--- src/design/assert_macros.svh ---
// Assertion macros shared by the management master modules.
`ifndef ASSERT_MACROS_SVH
`define ASSERT_MACROS_SVH

// Clocked property check, disabled while reset is asserted.
`define ASSERT_CLK(label, prop, msg) \
	label: assert property (@(posedge clk) disable iff (!arst_n) (prop)) else $error(msg);

// Clocked check that a condition never holds.
`define ASSERT_NEVER(label, cond, msg) \
	label: assert property (@(posedge clk) disable iff (!arst_n) !(cond)) else $error(msg);

`endif

--- src/design/mdio_mm_pkg.sv ---
// Types and constants of the MDIO management master.
package mdio_mm_pkg;

	localparam int unsigned PreambleBitsDefault = 32;
	localparam int unsigned PhyAddrW = 5;
	localparam int unsigned RegAddrW = 5;
	localparam int unsigned DataW = 16;
	localparam int unsigned BitPosW = 6;
	localparam int unsigned FrameW = 32;
	localparam int unsigned CfgIdxW = 1;
	localparam int unsigned CfgDataW = 5;

	localparam logic [CfgIdxW-1:0] CFG_PHY_ADDRESS = 1'd0;
	localparam logic [CfgIdxW-1:0] CFG_PREAMBLE_ENABLE = 1'd1;

	localparam logic MODE_START = 1'b0;
	localparam logic MODE_TICK = 1'b1;

	localparam logic [1:0] FRAME_START = 2'b01;
	localparam logic [1:0] OPCODE_WRITE = 2'b01;
	localparam logic [1:0] OPCODE_READ = 2'b10;
	localparam logic [1:0] TURNAROUND = 2'b10;

	localparam logic [PhyAddrW-1:0] PhyAddressReset = 5'd1;
	localparam logic PreambleEnableReset = 1'b1;

	typedef struct packed {
		logic mode;
		logic is_read;
		logic [RegAddrW-1:0] reg_address;
		logic [DataW-1:0] write_data;
		logic mdio_in;
	} cmd_t;

	typedef struct packed {
		logic mdio_out;
		logic mdio_drive;
		logic idle;
		logic frame_done;
		logic [DataW-1:0] read_data;
		logic start_rejected;
	} rsp_t;

	typedef struct packed {
		logic [PhyAddrW-1:0] phy_address;
		logic preamble_enable;
	} cfg_t;

endpackage

--- src/design/mdio_mm_if.sv ---
// Valid/ready channel interfaces for commands and responses.
interface mdio_mm_cmd_if;
	logic valid;
	logic ready;
	mdio_mm_pkg::cmd_t payload;

	modport source (output valid, output payload, input ready);
	modport sink (input valid, input payload, output ready);
endinterface

interface mdio_mm_rsp_if;
	logic valid;
	logic ready;
	mdio_mm_pkg::rsp_t payload;

	modport source (output valid, output payload, input ready);
	modport sink (input valid, input payload, output ready);
endinterface

--- src/design/mdio_mm_engine.sv ---
// Frame state and per-item next-state and response logic.
`include "assert_macros.svh"

module mdio_mm_engine #(
	parameter int unsigned PreambleBits = mdio_mm_pkg::PreambleBitsDefault
) (
	input  logic clk,
	input  logic arst_n,
	input  mdio_mm_pkg::cfg_t cfg,
	input  logic accept,
	input  mdio_mm_pkg::cmd_t cmd,
	output mdio_mm_pkg::rsp_t rsp
);

	localparam logic [mdio_mm_pkg::BitPosW-1:0] StartLong =
		mdio_mm_pkg::BitPosW'(PreambleBits + mdio_mm_pkg::FrameW - 1);
	localparam logic [mdio_mm_pkg::BitPosW-1:0] StartShort =
		mdio_mm_pkg::BitPosW'(mdio_mm_pkg::FrameW - 1);
	localparam logic [mdio_mm_pkg::BitPosW-1:0] LastTaBit =
		mdio_mm_pkg::BitPosW'(mdio_mm_pkg::DataW + 1);
	localparam logic [mdio_mm_pkg::BitPosW-1:0] LastDataBit =
		mdio_mm_pkg::BitPosW'(mdio_mm_pkg::DataW - 1);

	logic [mdio_mm_pkg::FrameW-1:0] frame_q, frame_d;
	logic [mdio_mm_pkg::BitPosW-1:0] bitpos_q, bitpos_d;
	logic busy_q, busy_d;
	logic read_q, read_d;
	logic [mdio_mm_pkg::DataW-1:0] cap_q, cap_d;
	logic level, drive, done, rejected;

	always_comb begin
		frame_d = frame_q;
		bitpos_d = bitpos_q;
		busy_d = busy_q;
		read_d = read_q;
		cap_d = cap_q;
		level = 1'b0;
		drive = 1'b0;
		done = 1'b0;
		rejected = 1'b0;
		if (accept) begin
			if (cmd.mode == mdio_mm_pkg::MODE_START) begin
				if (busy_q) begin
					rejected = 1'b1;
				end else begin
					frame_d = {mdio_mm_pkg::FRAME_START,
						cmd.is_read ? mdio_mm_pkg::OPCODE_READ : mdio_mm_pkg::OPCODE_WRITE,
						cfg.phy_address, cmd.reg_address, mdio_mm_pkg::TURNAROUND,
						cmd.is_read ? {mdio_mm_pkg::DataW{1'b0}} : cmd.write_data};
					read_d = cmd.is_read;
					bitpos_d = cfg.preamble_enable ? StartLong : StartShort;
					busy_d = 1'b1;
				end
			end else if (busy_q) begin
				if (bitpos_q[mdio_mm_pkg::BitPosW-1]) begin
					level = 1'b1;
					drive = 1'b1;
				end else if (read_q && bitpos_q <= LastTaBit) begin
					if (bitpos_q <= LastDataBit) begin
						frame_d[bitpos_q[3:0]] = cmd.mdio_in;
					end
				end else begin
					level = frame_q[bitpos_q[4:0]];
					drive = 1'b1;
				end
				if (bitpos_q == '0) begin
					done = 1'b1;
					busy_d = 1'b0;
					if (read_q) begin
						cap_d = frame_d[mdio_mm_pkg::DataW-1:0];
					end
				end else begin
					bitpos_d = bitpos_q - 1'b1;
				end
			end
		end
	end

	always_comb begin
		rsp.mdio_out = level;
		rsp.mdio_drive = drive;
		rsp.idle = !busy_d;
		rsp.frame_done = done;
		rsp.read_data = cap_d;
		rsp.start_rejected = rejected;
	end

	always_ff @(posedge clk or negedge arst_n) begin
		if (!arst_n) begin
			frame_q <= '0;
			bitpos_q <= '0;
			busy_q <= 1'b0;
			read_q <= 1'b0;
			cap_q <= '0;
		end else begin
			frame_q <= frame_d;
			bitpos_q <= bitpos_d;
			busy_q <= busy_d;
			read_q <= read_d;
			cap_q <= cap_d;
		end
	end

	`ASSERT_CLK(a_bitpos_range, busy_q |-> bitpos_q <= StartLong, "bit position out of range")
	`ASSERT_CLK(a_last_tick_ends, (accept && cmd.mode == mdio_mm_pkg::MODE_TICK && busy_q && bitpos_q == '0) |=> !busy_q, "frame did not end on last bit")

endmodule

--- src/design/mdio_mm_rsp_buf.sv ---
// Two-entry response register with skid stage.
`include "assert_macros.svh"

module mdio_mm_rsp_buf (
	input  logic clk,
	input  logic arst_n,
	input  logic push,
	input  mdio_mm_pkg::rsp_t push_data,
	output logic ready,
	mdio_mm_rsp_if.source rsp
);

	mdio_mm_pkg::rsp_t main_q, skid_q;
	logic main_valid_q, skid_valid_q;
	logic pop;

	assign ready = !skid_valid_q;
	assign pop = main_valid_q && rsp.ready;
	assign rsp.valid = main_valid_q;
	assign rsp.payload = main_q;

	always_ff @(posedge clk or negedge arst_n) begin
		if (!arst_n) begin
			main_valid_q <= 1'b0;
			skid_valid_q <= 1'b0;
		end else if (pop && skid_valid_q) begin
			skid_valid_q <= 1'b0;
		end else if (pop || !main_valid_q) begin
			main_valid_q <= push;
		end else if (push) begin
			skid_valid_q <= 1'b1;
		end
	end

	always_ff @(posedge clk) begin
		if (pop && skid_valid_q) begin
			main_q <= skid_q;
		end else if (pop || !main_valid_q) begin
			main_q <= push_data;
		end else if (push) begin
			skid_q <= push_data;
		end
	end

	`ASSERT_CLK(a_skid_behind_main, skid_valid_q |-> main_valid_q, "skid holds data ahead of main")
	`ASSERT_CLK(a_stall_fills_skid, (main_valid_q && !rsp.ready && push) |=> skid_valid_q, "stalled transfer lost")

endmodule

--- src/design/mdio_management_master.sv ---
// MDIO Clause 22 management master: one transfer in, one response out, every
// cycle while not stalled. Each accepted item (a start or one MDC bit tick) is handled by
// the frame engine in the cycle it is accepted and its response lands in a two-entry output
// register, so a new item is taken each cycle as long as the response side
// keeps up; ready drops only while both response entries are full. A frame
// takes one tick per bit: 32 bits, plus PreambleBits ones when preamble is
// enabled. Configuration writes take effect on the next start.
module mdio_management_master #(
	parameter int unsigned PreambleBits = mdio_mm_pkg::PreambleBitsDefault
) (
	input  logic clk,
	input  logic arst_n,
	input  logic cfg_we,
	input  logic [mdio_mm_pkg::CfgIdxW-1:0] cfg_index,
	input  logic [mdio_mm_pkg::CfgDataW-1:0] cfg_wdata,
	mdio_mm_cmd_if.sink cmd,
	mdio_mm_rsp_if.source rsp
);

	mdio_mm_pkg::cfg_t cfg_q;
	mdio_mm_pkg::rsp_t step_rsp;
	logic accept;
	logic buf_ready;

	assign cmd.ready = buf_ready;
	assign accept = cmd.valid && buf_ready;

	always_ff @(posedge clk or negedge arst_n) begin
		if (!arst_n) begin
			cfg_q.phy_address <= mdio_mm_pkg::PhyAddressReset;
			cfg_q.preamble_enable <= mdio_mm_pkg::PreambleEnableReset;
		end else if (cfg_we) begin
			unique case (cfg_index)
				mdio_mm_pkg::CFG_PHY_ADDRESS: begin
					cfg_q.phy_address <= cfg_wdata[mdio_mm_pkg::PhyAddrW-1:0];
				end
				mdio_mm_pkg::CFG_PREAMBLE_ENABLE: begin
					cfg_q.preamble_enable <= cfg_wdata[0];
				end
				default: begin
					cfg_q <= cfg_q;
				end
			endcase
		end
	end

	mdio_mm_engine #(
		.PreambleBits(PreambleBits)
	) u_engine (
		.clk(clk),
		.arst_n(arst_n),
		.cfg(cfg_q),
		.accept(accept),
		.cmd(cmd.payload),
		.rsp(step_rsp)
	);

	mdio_mm_rsp_buf u_rsp_buf (
		.clk(clk),
		.arst_n(arst_n),
		.push(accept),
		.push_data(step_rsp),
		.ready(buf_ready),
		.rsp(rsp)
	);

endmodule

--- src/flat_wrapper.sv ---
// flat-port wrapper written by rule: the top's interface ports become plain ports
module mdio_management_master_flat 
#(
	parameter int unsigned PreambleBits = mdio_mm_pkg::PreambleBitsDefault
)
  (clk, arst_n, cfg_we, cfg_index, cfg_wdata, cmd_valid, cmd_payload, cmd_ready, rsp_valid, rsp_payload, rsp_ready);
  mdio_mm_cmd_if cmd_i ();
  mdio_mm_rsp_if rsp_i ();
  input  logic clk;
  input  logic arst_n;
  input  logic cfg_we;
  input  logic [mdio_mm_pkg::CfgIdxW-1:0] cfg_index;
  input  logic [mdio_mm_pkg::CfgDataW-1:0] cfg_wdata;
  input wire logic [$bits(cmd_i.valid)-1:0] cmd_valid;
  input wire logic [$bits(cmd_i.payload)-1:0] cmd_payload;
  output wire logic [$bits(cmd_i.ready)-1:0] cmd_ready;
  output wire logic [$bits(rsp_i.valid)-1:0] rsp_valid;
  output wire logic [$bits(rsp_i.payload)-1:0] rsp_payload;
  input wire logic [$bits(rsp_i.ready)-1:0] rsp_ready;
  assign cmd_i.valid = cmd_valid;
  assign cmd_i.payload = cmd_payload;
  assign cmd_ready = cmd_i.ready;
  assign rsp_valid = rsp_i.valid;
  assign rsp_payload = rsp_i.payload;
  assign rsp_i.ready = rsp_ready;
  mdio_management_master #(.PreambleBits(PreambleBits)) u_core (.clk(clk), .arst_n(arst_n), .cfg_we(cfg_we), .cfg_index(cfg_index), .cfg_wdata(cfg_wdata), .cmd(cmd_i), .rsp(rsp_i));
endmodule
--- config.mk ---
export PLATFORM = sky130hd
export DESIGN_NAME = mdio_management_master_flat
export DESIGN_NICKNAME = d
export VERILOG_FILES = /design/src/design/mdio_mm_pkg.sv /design/src/design/mdio_mm_if.sv /design/src/design/mdio_mm_engine.sv /design/src/design/mdio_mm_rsp_buf.sv /design/src/design/mdio_management_master.sv /design/src/flat_wrapper.sv
export VERILOG_INCLUDE_DIRS = /design/src /design/src/design
export SDC_FILE = /design/constraint.sdc
export NUM_CORES = 1
export LEC_CHECK = 0
export BUFFER_PORTS_ARGS = -buffer_cell sky130_fd_sc_hd__buf_2
export CAP_MARGIN = 10
export CORE_ASPECT_RATIO = 0.9
export CORE_MARGIN = 4
export CORE_UTILIZATION = 60
export CTS_CLUSTER_DIAMETER = 60
export CTS_CLUSTER_SIZE = 24
export DETAILED_ROUTE_END_ITERATION = 10
export GPL_TIMING_DRIVEN = 0
export HOLD_SLACK_MARGIN = 0.02
export PLACE_DENSITY = 0.82
export SLEW_MARGIN = 20
export SYNTH_ARGS = -nofsm -noshare
export SYNTH_HDL_FRONTEND = slang
export SYNTH_SLANG_ARGS = --single-unit
--- constraint.sdc ---
create_clock -name clk -period 8.5 [get_ports clk]
set_clock_uncertainty 0.1 [all_clocks]
set_input_delay 2.55 -clock clk [delete_from_list [all_inputs] [get_ports clk]]
set_output_delay 2.55 -clock clk [all_outputs]
set_load 0.03 [all_outputs]
==> out/results.ini <==
[synthesis]
synth_top_family_by_area=multiplexers
syn-cell-area_mm2=0.00479
synth_top_area_share_pct=30.8
syn_inst=395
synth-xor-area-share_pct=0.549
synth_ff_type=dfrtp_1
synthAdderAreaFrac_pct=1.83
syn_nets=437
ys_warn_count=0
synth-seq-cells=103
async_reset_ff_share_pct=59.2
synth_top_area_cell=dfrtp_1
ys_types=47
syn_area_per_cell_um2=12.1
synthTopCellsByArea=dfrtp_1, edfxtp_1, mux2_2
synth_mux_area_share_pct=12.3
yosys.area_share.simple_pct=11.9
ys_seq_area_share_pct=58.3
synth_compound_area_share_pct=12.1
synth_edf_count=42

[finish]
finish.instance_area_mm2=0.00539
fin_nets=504
instances_no_fill=563
nFillCells=569
drive_gt1_share_pct=27.6
n_antenna_cell=0
final_cell_mix=dfrtp_1, buf_2, a21oi_1, edfxtp_1, mux2_2
mostFrequentLayoutCell=dfrtp_1
syn2layout_area_growth_pct=12.5

[die]
fp.dieH_um=92.7
io_pins=58
die_w_um=102
num_rows=30
die_area_mm2=0.00947
core_mm2=0.00766
initial_core_util_pct=62.5

[clocking]
clock_sinks=103
cts_repair_resize_count=0
cts-root-buf=clkbuf_8
cts_buffers=9
postCtsSetupBuffers=0
clk_latency_ns=0.36
cts_hold_buf=0
cts_max_level=3
cts_tree=done
clkTransAtPathRegs_ns=0.10
cts_max_path_buffers=2

[global_routing]
grt_max_degree=62
grt_pass1_vias=3427
globalRouteOverflowTotal=0
grt.total_usage_pct=24.7
grt_antenna_before_repair=0
grt_pass1_wl_um=17700

[critical_path]
r2r_slack_ns=5.41
path_common_cell=clkbuf_1
critPathLaunchType=input pin
worstSetupPathType=input pin to flop
worstSetupEndpointType=flop
worstReg2RegEnd=u_core.u_rsp_buf.rsp.payload[3]
reg2reg_from=u_core.u_engine.bitpos_q[1]
reg2reg_depth=8
cp_data_arrival_time_ns=5.31
cp_num_buf_inv=4
cp_max_fo=11
required_ns=8.67
critical-path-top-delay-family=buffers and inverters
cp_cell_sequence=clkbuf_1 -> clkinv_1 -> clkbuf_1 -> ha_1 -> nor2_1 -> clkbuf_1 -> o221ai_1 -> o21a_1
crit_slowest_cell=clkbuf_1
slowest_delay_ns=0.44

[routing]
wire_per_inst_um=19.2
num_vias=3404
ant_nets=0
drt-initial-drc-count=393
drt_pass1_iterations=5
postRouteWirelength_um=10800
drc_errors=0
vias_per_cell=6.05

[place]
io_buffers=55
place_congestion=0.947
hpwlAfterDp_um=7990
placed_area_mm2=0.00520
dp_cells=547
post-place-ws_ns=3.03

[outcome]
status=complete, no violations

[power]
pwr_density_cell_mw_per_mm2=311
total_leakage_power_uw=0.00226
peakVddDrop_v=0.000176

[worst_hold_path]
hold_depth=1
min_from=u_core.u_engine.frame_q[22]
hold_path_class=flop to flop
holdPathEnd=u_core.u_engine.frame_q[22]

[flow_run]
cap_violations=0

[timing]
setup_viol=0
rsz0062_at_grt=false
setup_slack_ns=3.35
finalMaxSlewViolations=0
hold_viol_final=0
worst_slew_pin_slew_ns=1.01
relSlewSlack_pct=32.6
finalCriticalPeriod_ns=5.15
tns_ns=0
post-route-period-util_pct=60.5
timing.fmax_ghz=0.194

## metrics by stage
step / util (%) / hold slack [ns] / total power [uW]
5_1_grt: 70.4 / 0.437 / 1790
4_1_cts: 70.4 / 0.418 / 1690
3_5_place_dp: 67.9 / 0.394 / 1390
3_3_place_gp: 67.7 / 0.379 / 1370
2_1_floorplan: - / 0.363 / 1210
6_report: 70.4 / 0.414 / 1680
## logic make-up after synthesis
family / count (synthesis)
xor gates and xnor gates: 3
buffers and inverters: 33
and+or+nand+nor: 107
DFF: 103
AOI/OAI and AO/OA: 95
adders and majority gates: 7
muxes: 47
## final cells by class
class                           count  area, um2  share of cell area (%)
Sequential cell                   103       2790                    51.8
Inverter                           10       37.5                   0.697
Multi-Input combinational cell    259       1850                    34.3
Buffer                             23        111                    2.07
Clock buffer                        9        124                    2.30
Timing Repair Buffer               56        289                    5.36
Clock inverter                      7       65.1                    1.21
Tap cell                           96        120                    2.23
## routing by layer
metal	GRT usage [%]	share of wire (%)	vias to the layer above	wire, um
li1	-	-	1591	-
met1	35.9	44	1648	4780
met2	36.8	47	153	5120
met3	5.80	7.3	12	786
met4	7.65	1.1	0	114
met5	0	0	-	0
## report_power, final
group	switching, uW	total [uW]	internal, uW
clock	179	292	113
combinational	369	611	242
sequential	88.8	774	685
## registers in the layout, indices dropped and copies added (netlist names)
register and count:
u_core.u_engine.read_q 1, u_core.u_rsp_buf.skid_valid_q 1, u_core.u_engine.bitpos_q 6, u_core.u_rsp_buf.rsp.payload 21
u_core.u_rsp_buf.skid_q 21, u_core.u_engine.frame_q 29, u_core.u_rsp_buf.rsp.valid 1, u_core.u_engine.cap_q 16
u_core.u_engine.busy_q 1, u_core.cfg_q 6
## how the worst max path moves through the flow
stage               startpoint                     endpoint  slack [ns]  depth (start not counted)
6_report       cmd_payload[23]  u_core.u_engine.frame_q[12]        3.35                          8
5_1_grt        cmd_payload[23]  u_core.u_engine.frame_q[12]        3.25                          8
4_1_cts        cmd_payload[23]  u_core.u_engine.frame_q[12]        3.44                          8
3_5_place_dp   cmd_payload[23]  u_core.u_engine.frame_q[12]        3.03                          8
3_3_place_gp   cmd_payload[23]  u_core.u_engine.frame_q[12]        3.07                          8
2_1_floorplan  cmd_payload[23]  u_core.u_engine.frame_q[21]        3.76                          8
## synthesized netlist by cell type, types with 4 or more instances
library cell / number
a31oi_1: 9
inv_1: 9
clkbuf_1: 18
a21o_1: 4
nor2b_1: 4
o21a_1: 5
edfxtp_1: 42
nand2_1: 18
dfrtp_1: 59
mux2i_1: 7
mux4_2: 6
mux2_2: 34
nor3_1: 7
ha_1: 7
a21oi_1: 43
o211ai_1: 4
nor2_1: 34
nand3_1: 18
o21ai_0: 16
nor4bb_1: 4
## worst reg2reg max path, stage by stage (launching register included)
cell	delay (ns)
dfrtp_1	0.47
clkbuf_1	0.29
inv_1	0.17
ha_1	0.22
or4b_4	0.52
nor4_4	0.42
buf_6	0.21
a31oi_1	0.16
mux2_2	0.30
No activity file was read; power rests on OpenSTA's default activity.
